`src/sv/mdt_pkg.sv`:
```
// shared types and constants for the message dedup table
// used by mdt_front, mdt_back and message_dedup_table_core
package mdt_pkg;

   localparam int TABLE_DEPTH = 16;
   localparam int IDX_W = (TABLE_DEPTH > 1) ? $clog2(TABLE_DEPTH) : 1;
   localparam int CNT_W = $clog2(TABLE_DEPTH + 1);
   localparam logic [IDX_W-1:0] LAST_IDX = IDX_W'(TABLE_DEPTH - 1);

   localparam int QUEUE_DEPTH = 2;
   localparam int QPTR_W = (QUEUE_DEPTH > 1) ? $clog2(QUEUE_DEPTH) : 1;
   localparam int QCNT_W = $clog2(QUEUE_DEPTH + 1);

   localparam logic OP_QUERY    = 1'b0;
   localparam logic OP_REGISTER = 1'b1;

   typedef struct packed {
      logic        operation;
      logic [31:0] source_id;
      logic [31:0] message_id;
      logic [1:0]  new_status;
      logic [31:0] now_time;
   } item_type;

endpackage

```
`src/sv/mdt_front.sv`:
```
// front end: takes request words and holds them in a short queue
// depends on mdt_pkg
module mdt_front
   import mdt_pkg::*;
(
   input  logic     clock,
   input  logic     reset,
   input  logic     start,
   output logic     busy,
   input  item_type req_item,
   output logic     q_valid,
   output item_type q_item,
   input  logic     q_pop
);

   item_type            slot_ff [QUEUE_DEPTH];
   logic [QPTR_W-1:0]   wr_ptr_ff, wr_ptr_in;
   logic [QPTR_W-1:0]   rd_ptr_ff, rd_ptr_in;
   logic [QCNT_W-1:0]   count_ff, count_in;
   logic                push;
   logic                pop;

   assign busy    = (count_ff == QCNT_W'(QUEUE_DEPTH));
   assign q_valid = (count_ff != '0);
   assign q_item  = slot_ff[rd_ptr_ff];
   assign push    = start && !busy;
   assign pop     = q_pop && q_valid;

   always_comb begin
      wr_ptr_in = wr_ptr_ff;
      rd_ptr_in = rd_ptr_ff;
      count_in  = count_ff;
      if (push) begin
         wr_ptr_in = (wr_ptr_ff == QPTR_W'(QUEUE_DEPTH - 1)) ? '0 : wr_ptr_ff + 1'b1;
      end
      if (pop) begin
         rd_ptr_in = (rd_ptr_ff == QPTR_W'(QUEUE_DEPTH - 1)) ? '0 : rd_ptr_ff + 1'b1;
      end
      if (push && !pop) begin
         count_in = count_ff + 1'b1;
      end else if (pop && !push) begin
         count_in = count_ff - 1'b1;
      end
   end

   always_ff @(posedge clock) begin
      if (reset) begin
         wr_ptr_ff <= '0;
         rd_ptr_ff <= '0;
         count_ff  <= '0;
      end else begin
         wr_ptr_ff <= wr_ptr_in;
         rd_ptr_ff <= rd_ptr_in;
         count_ff  <= count_in;
      end
   end

   always_ff @(posedge clock) begin
      if (push) begin
         slot_ff[wr_ptr_ff] <= req_item;
      end
   end

endmodule

```
`src/sv/mdt_back.sv`:
```
// back end: scans the table one entry a cycle, then updates it and returns the result
// depends on mdt_pkg
module mdt_back
   import mdt_pkg::*;
(
   input  logic        clock,
   input  logic        reset,
   input  logic        q_valid,
   input  item_type    q_item,
   output logic        q_pop,
   output logic        rsp_strobe,
   output logic        rsp_hit,
   output logic        rsp_was_new,
   output logic [1:0]  rsp_found_status,
   output logic [31:0] rsp_found_time
);

   localparam logic [1:0] ST_IDLE   = 2'd0;
   localparam logic [1:0] ST_SCAN   = 2'd1;
   localparam logic [1:0] ST_UPDATE = 2'd2;

   logic [1:0]             state_ff, state_in;
   logic [IDX_W-1:0]       idx_ff, idx_in;
   logic                   hit_ff, hit_in;
   logic [IDX_W-1:0]       hit_idx_ff, hit_idx_in;
   logic [1:0]             fstat_ff, fstat_in;
   logic [31:0]            ftime_ff, ftime_in;
   logic [CNT_W-1:0]       fill_ff, fill_in;
   logic [IDX_W-1:0]       rptr_ff, rptr_in;
   logic [TABLE_DEPTH-1:0] valid_ff;
   logic                   strobe_ff, strobe_in;
   item_type               item_ff;

   logic                   rsp_hit_ff;
   logic                   rsp_was_new_ff;
   logic [1:0]             rsp_fstat_ff;
   logic [31:0]            rsp_ftime_ff;

   logic [31:0]            src_mem    [TABLE_DEPTH];
   logic [31:0]            msg_mem    [TABLE_DEPTH];
   logic [1:0]             status_mem [TABLE_DEPTH];
   logic [31:0]            time_mem   [TABLE_DEPTH];

   logic                   entry_match;
   logic                   not_full;
   logic [IDX_W-1:0]       new_slot;
   logic                   insert;

   assign entry_match = valid_ff[idx_ff]
                        && (src_mem[idx_ff] == item_ff.source_id)
                        && (msg_mem[idx_ff] == item_ff.message_id);
   assign not_full    = (fill_ff < CNT_W'(TABLE_DEPTH));
   assign new_slot    = not_full ? fill_ff[IDX_W-1:0] : rptr_ff;
   assign insert      = (state_ff == ST_UPDATE) && (item_ff.operation == OP_REGISTER)
                        && !hit_ff;

   always_comb begin
      state_in   = state_ff;
      idx_in     = idx_ff;
      hit_in     = hit_ff;
      hit_idx_in = hit_idx_ff;
      fstat_in   = fstat_ff;
      ftime_in   = ftime_ff;
      fill_in    = fill_ff;
      rptr_in    = rptr_ff;
      strobe_in  = 1'b0;
      q_pop      = 1'b0;
      case (state_ff)
         ST_IDLE: begin
            if (q_valid) begin
               q_pop    = 1'b1;
               state_in = ST_SCAN;
               idx_in   = '0;
               hit_in   = 1'b0;
               fstat_in = '0;
               ftime_in = '0;
            end
         end
         ST_SCAN: begin
            if (entry_match) begin
               hit_in     = 1'b1;
               hit_idx_in = idx_ff;
               fstat_in   = status_mem[idx_ff];
               ftime_in   = time_mem[idx_ff];
               state_in   = ST_UPDATE;
            end else if (idx_ff == LAST_IDX) begin
               state_in = ST_UPDATE;
            end else begin
               idx_in = idx_ff + 1'b1;
            end
         end
         ST_UPDATE: begin
            strobe_in = 1'b1;
            state_in  = ST_IDLE;
            if (insert) begin
               if (not_full) begin
                  fill_in = fill_ff + 1'b1;
               end else begin
                  rptr_in = (rptr_ff == LAST_IDX) ? '0 : rptr_ff + 1'b1;
               end
            end
         end
         default: begin
            state_in = ST_IDLE;
         end
      endcase
   end

   always_ff @(posedge clock) begin
      if (reset) begin
         state_ff  <= ST_IDLE;
         idx_ff    <= '0;
         hit_ff    <= 1'b0;
         fill_ff   <= '0;
         rptr_ff   <= '0;
         valid_ff  <= '0;
         strobe_ff <= 1'b0;
      end else begin
         state_ff  <= state_in;
         idx_ff    <= idx_in;
         hit_ff    <= hit_in;
         fill_ff   <= fill_in;
         rptr_ff   <= rptr_in;
         strobe_ff <= strobe_in;
         if (insert) begin
            valid_ff[new_slot] <= 1'b1;
         end
      end
   end

   always_ff @(posedge clock) begin
      hit_idx_ff <= hit_idx_in;
      fstat_ff   <= fstat_in;
      ftime_ff   <= ftime_in;
      if (q_pop) begin
         item_ff <= q_item;
      end
      if (state_ff == ST_UPDATE) begin
         rsp_hit_ff     <= hit_ff;
         rsp_was_new_ff <= (item_ff.operation == OP_REGISTER) && !hit_ff;
         rsp_fstat_ff   <= fstat_ff;
         rsp_ftime_ff   <= ftime_ff;
      end
   end

   // table writes on a register: refresh a hit in place, otherwise fill or overwrite the oldest slot
   always_ff @(posedge clock) begin
      if (state_ff == ST_UPDATE && item_ff.operation == OP_REGISTER) begin
         if (hit_ff) begin
            status_mem[hit_idx_ff] <= item_ff.new_status;
            time_mem[hit_idx_ff]   <= item_ff.now_time;
         end else begin
            src_mem[new_slot]    <= item_ff.source_id;
            msg_mem[new_slot]    <= item_ff.message_id;
            status_mem[new_slot] <= item_ff.new_status;
            time_mem[new_slot]   <= item_ff.now_time;
         end
      end
   end

   assign rsp_strobe       = strobe_ff;
   assign rsp_hit          = rsp_hit_ff;
   assign rsp_was_new      = rsp_was_new_ff;
   assign rsp_found_status = rsp_fstat_ff;
   assign rsp_found_time   = rsp_ftime_ff;

endmodule

```
`src/sv/message_dedup_table_core.sv`:
```
// message dedup table: top level joining the request queue and the table engine
// depends on mdt_pkg, mdt_front and mdt_back
//
// A request word (query or register, keyed by source id and message id) is
// taken at a rising edge where start is high and busy is low. busy rises only
// when the two-word request queue is full, so two requests may be handed in
// while the engine is still working on an earlier one.
// The engine pops one word, compares it against the sixteen table entries one
// entry per cycle, stops at the first match, then writes the table in its
// update state and goes back to idle before popping the next word. A miss
// runs the full scan, so throughput is set by the single-entry compare in
// the scan loop.
// Each result shows on the rsp_ ports for one cycle with rsp_strobe high;
// the receiver cannot stall, so results are never held back.
// Synchronous reset empties the queue, marks every table entry invalid and
// clears the fill count and the replacement pointer; no sweep is needed.
module message_dedup_table_core
   import mdt_pkg::*;
(
   input  logic        clock,
   input  logic        reset,
   input  logic        start,
   output logic        busy,
   input  logic        req_operation,
   input  logic [31:0] req_source_id,
   input  logic [31:0] req_message_id,
   input  logic [1:0]  req_new_status,
   input  logic [31:0] req_now_time,
   output logic        rsp_strobe,
   output logic        rsp_hit,
   output logic        rsp_was_new,
   output logic [1:0]  rsp_found_status,
   output logic [31:0] rsp_found_time
);

   item_type req_item;
   item_type q_item;
   logic     q_valid;
   logic     q_pop;

   always_comb begin
      req_item.operation  = req_operation;
      req_item.source_id  = req_source_id;
      req_item.message_id = req_message_id;
      req_item.new_status = req_new_status;
      req_item.now_time   = req_now_time;
   end

   mdt_front u_front (
      .clock    (clock),
      .reset    (reset),
      .start    (start),
      .busy     (busy),
      .req_item (req_item),
      .q_valid  (q_valid),
      .q_item   (q_item),
      .q_pop    (q_pop)
   );

   mdt_back u_back (
      .clock            (clock),
      .reset            (reset),
      .q_valid          (q_valid),
      .q_item           (q_item),
      .q_pop            (q_pop),
      .rsp_strobe       (rsp_strobe),
      .rsp_hit          (rsp_hit),
      .rsp_was_new      (rsp_was_new),
      .rsp_found_status (rsp_found_status),
      .rsp_found_time   (rsp_found_time)
   );

endmodule

```
`config.mk`:
```
export PLATFORM = sky130hd
export DESIGN_NAME = message_dedup_table_core
export DESIGN_NICKNAME = d
export VERILOG_FILES = /design/src/sv/mdt_pkg.sv /design/src/sv/mdt_front.sv /design/src/sv/mdt_back.sv /design/src/sv/message_dedup_table_core.sv
export SDC_FILE = /design/constraint.sdc
export NUM_CORES = 2
export LEC_CHECK = 0
export BUFFER_PORTS_ARGS = -buffer_cell sky130_fd_sc_hd__buf_2
export CAP_MARGIN = 20
export CORE_MARGIN = 4
export CORE_UTILIZATION = 54
export CTS_CLUSTER_DIAMETER = 30
export CTS_CLUSTER_SIZE = 8
export DETAILED_ROUTE_END_ITERATION = 7
export PLACE_DENSITY = 0.76
export SYNTH_ARGS = -nofsm -noshare
export SYNTH_HDL_FRONTEND = slang
export SYNTH_SLANG_ARGS = --single-unit
```
`constraint.sdc`:
```
create_clock -name clock -period 8.25 [get_ports clock]
set_input_delay 2.0625 -clock clock [delete_from_list [all_inputs] [get_ports clock]]
set_output_delay 2.0625 -clock clock [all_outputs]
set_load 0.05 [all_outputs]
```
==> results.md <==
Die:
- The starting density of the core is 0.545.
- The number of top-level pins is 140.
- The full die area is 147000 µm².
- Measured along the y axis, the die boundary spans 384 µm.
- In this run the core area contains 137 standard-cell rows.
- The floorplan core area is 140000 µm².
- From left edge to right edge, the die measures 384 µm.

Worst hold path:
- The path class of the tightest hold or removal check is reg2reg.

Clocking:
- Buffers added to address setup during post-CTS repair amount to 0.
- The number of sinks on the clock net is 1980.
- The largest buffer count on any clock path is 4.
- After clock tree synthesis, the clock-pin slew on the worst setup and hold paths is 0.05 ns.
- The CTS tree is yes.
- The depth of the CTS H-tree is 5.
- The number of hold-repair buffers added at the cts stage is 0.
- The clock buffer count from CTS is 382.
- The total of cells resized after clock tree synthesis is 0.
- The root buffer cell chosen for the clock tree is clkbuf_16.
- The clock latency at the later pin of the worst-skew pair is 0.94 ns.

Synth:
- The synthesized instance count is 3562.
- The number of synthesized flops with an enable pin is 1939.
- The register area share after synthesis is 0.773.
- During synthesis, Yosys emitted a total of 0 warnings.
- In this run, distinct cell masters in the synthesized netlist total 97.
- The post-synthesis net count is 3668.
- Counting flops with an async set or reset pin after synthesis yields a share of 0.
- After synthesis the cells add up to 76400 µm².
- A synthesized cell averages 21.4 µm².
- The number of synthesized register bits is 1980.
- For this run, the leading register cell type out of synthesis is edfxtp_1.

Cells and area:
- The library cell used most frequently in the layout, excluding fill and tap cells, is edfxtp_1.
- For this run, the post-layout net count is 4111.
- The fraction of layout cells with a size suffix above 1 is 0.296.
- The post-route standard cell area excluding fillers is 91400 µm².
- The multi-input combinational cells in the finished layout cover a total of 16400 µm².
- Relative to the synthesized area, the layout overhead comes to 19.7%.
- Counting the fill cells in the layout gives 8533.
- The footprint of the flip-flops and latches is 59100 µm².
- Leaving out fill and tap cells, the most frequent cells in the layout are edfxtp_1, clkbuf_16, mux4_2.

Timing:
- Dividing the final minimum period by the clock period gives 0.671.
- The setup TNS is 0 ns.
- Based on the critical path, the design can be clocked at up to 0.181 GHz.
- For the final database, setup skew stands at 0.0721 ns.
- Setup repair after global routing left no endpoint under its margin.
- The number of slew-limit violations in the final report was 0.
- The worst-case headroom to the max-slew limit is 0.220.
- Across all setup checks in the final design, the least slack found is 2.71 ns.
- The count of final setup violators is 0.
- Across all hold checks on the routed design, the worst slack comes to 0.414 ns.
- The final hold violation count is 0.
- For the pin with the worst max-slew slack, the measured transition is 1.17 ns.
- The final critical path time including I/O delays and setup is 5.54 ns.

Route:
- The total DRC errors in the routed layout is 0.
- The number of nets still failing antenna checks after routing is 0.
- Using the TritonRoute via totals, the vias-per-cell ratio works out to 6.57.
- Wires add up to 199000 µm.
- The wire length per cell is 32.4 µm.
- The violation count after the first detailed-routing iteration is 6014.
- The routed via count is 40300.
- The first detailed-routing pass took 6 iterations.

Place:
- Input and output buffers added on the ports amount to 139.
- Prior to clock tree synthesis, the placed netlist has a worst setup slack of 2.63 ns.
- The HPWL after detailed placement is 91900 µm.
- The routability-driven placement congestion ratio is 0.919.
- The area of placed instances is 79300 µm².

Global routing:
- The initial antenna violation count is 4.
- The via count of the first global-routing pass is 41700.
- Entering global routing, the biggest net connects 141 pins.
- For this run, the total global-route usage over all layers was measured as 0.271.
- The total overflow left after global routing is 0.
- The first global-routing pass estimated 289000 µm of wire.

Worst setup path:
- The category of the worst setup path launch point is a register.
- The cell that appears most often on the critical path is mux2i_1.
- For flop-to-flop paths, the worst setup slack is 2.71 ns.
- Along the worst path, the maximum fanout reaches 31.
- The top cell family by delay on the critical path is simple AND/OR/NAND/NOR gates.
- The slowest stage of the critical path belongs to the cell nor4b_1.
- The kind of end point of the critical path is a register.
- Data arrives at the worst endpoint at 6.12 ns.
- The classification of the worst setup path is reg2reg.
- Traced cell by cell, the critical path runs through buf_4 -> mux4_2 -> mux2i_1 -> mux2i_1 -> xor2_1 -> nor4b_1 -> nand4_1 -> nor4_2 -> nand2_1 -> nand2_2 -> buf_12.
- At the worst endpoint, the required time is 8.84 ns.
- For this run, the slowest stage of the critical path takes 0.83 ns.
- The sum of buffers and inverters on the critical path is 2.

Power and ir drop:
- The power density over the cells is 350 nW/µm².
- The cell leakage power is 29.5 nW.
- IR analysis of the VDD net gives a maximum drop of 231 µV.

Status:
- The run finished with clean final reports.

Run:
- Across the run, the number of max-cap violations was 0.
## layout make-up
class | instances | area share
Sequential cell | 1980 | 0.646
Multi-Input combinational cell | 1395 | 0.179
Clock buffer | 440 | 0.109
Tap cell | 1876 | 0.0257
Clock inverter | 193 | 0.0232
Timing Repair Buffer | 229 | 0.0158
Inverter | 17 | 0.000780
Antenna cell | 1 | 0.0000274
## per-stage QoR
stage                      util  total power [mW]  std cells
after global routing      0.653              32.9       6131
after floorplan               -              15.8       3562
after detailed placement  0.566              17.2       5494
after global placement    0.566              17.1       5494
after CTS                 0.652              32.0       6127
final                     0.653              32.0       6131
## state kept, by name (all words and copies together) (netlist names), 2 cells and up, named ones only
signal / count
u_back.time_mem: 512
u_front.count_ff: 2
u_back.state_ff: 2
u_front.slot_ff: 198
u_back.fstat_ff: 2
u_back.item_ff: 99
u_back.status_mem: 32
u_back.valid_ff: 16
u_back.msg_mem: 512
u_back.rptr_ff: 4
u_back.rsp_found_status: 2
u_back.idx_ff: 4
u_back.hit_idx_ff: 4
u_back.rsp_found_time: 32
u_back.fill_ff: 5
u_back.src_mem: 512
u_back.ftime_ff: 32
## power breakdown
group | internal (mW) | switching (mW)
sequential | 12.8 | 1.20
clock | 9.87 | 4.85
combinational | 1.31 | 1.95
total | 24.0 | 7.99
## kinds of logic after synthesis
group                      Yosys count  synth area share
adders and majority gates            4          0.000656
muxes                              671             0.150
buffers and inverters              187            0.0157
AOI/OAI and AO/OA                  249            0.0249
DFF                               1980             0.773
and+or+nand+nor                    420            0.0293
xor gates and xnor gates            51           0.00585
## synthesized netlist by cell type, types with 36 or more instances
cell type     n  area [µm²]
buf_2        36         180
xor2_1       36         315
and2_1       42         263
a22oi_1      43         323
mux4_1       46        1210
mux2i_1     197        1970
nand3_1      37         185
nand2_1      62         233
edfxtp_1   1939       58200
clkbuf_1     60         225
mux4_2      309        6960
nor2_1      132         495
dfxtp_1      41         821
mux2_2      119        1340
## routing by layer
metal	wire length, µm	track usage	part of all wire
met5	23	0	0.00012
met4	8370	0.116	0.042
met3	23200	0.0726	0.12
met2	95600	0.424	0.48
met1	71500	0.364	0.36
## final timing paths
check / startpoint / end / cells past startpoint
max: register / u_back.ftime_ff[17]$_SDFFCE_PN0P_ / 11
min: u_back.ftime_ff[4]$_SDFFCE_PN0P_ / u_back.rsp_found_time[4]$_DFFE_PP_ / 0
max reg2reg: register / u_back.ftime_ff[17]$_SDFFCE_PN0P_ / 11
min reg2reg: u_back.ftime_ff[4]$_SDFFCE_PN0P_ / u_back.rsp_found_time[4]$_DFFE_PP_ / 0
Note: power is estimated with default switching activity, not from simulation.
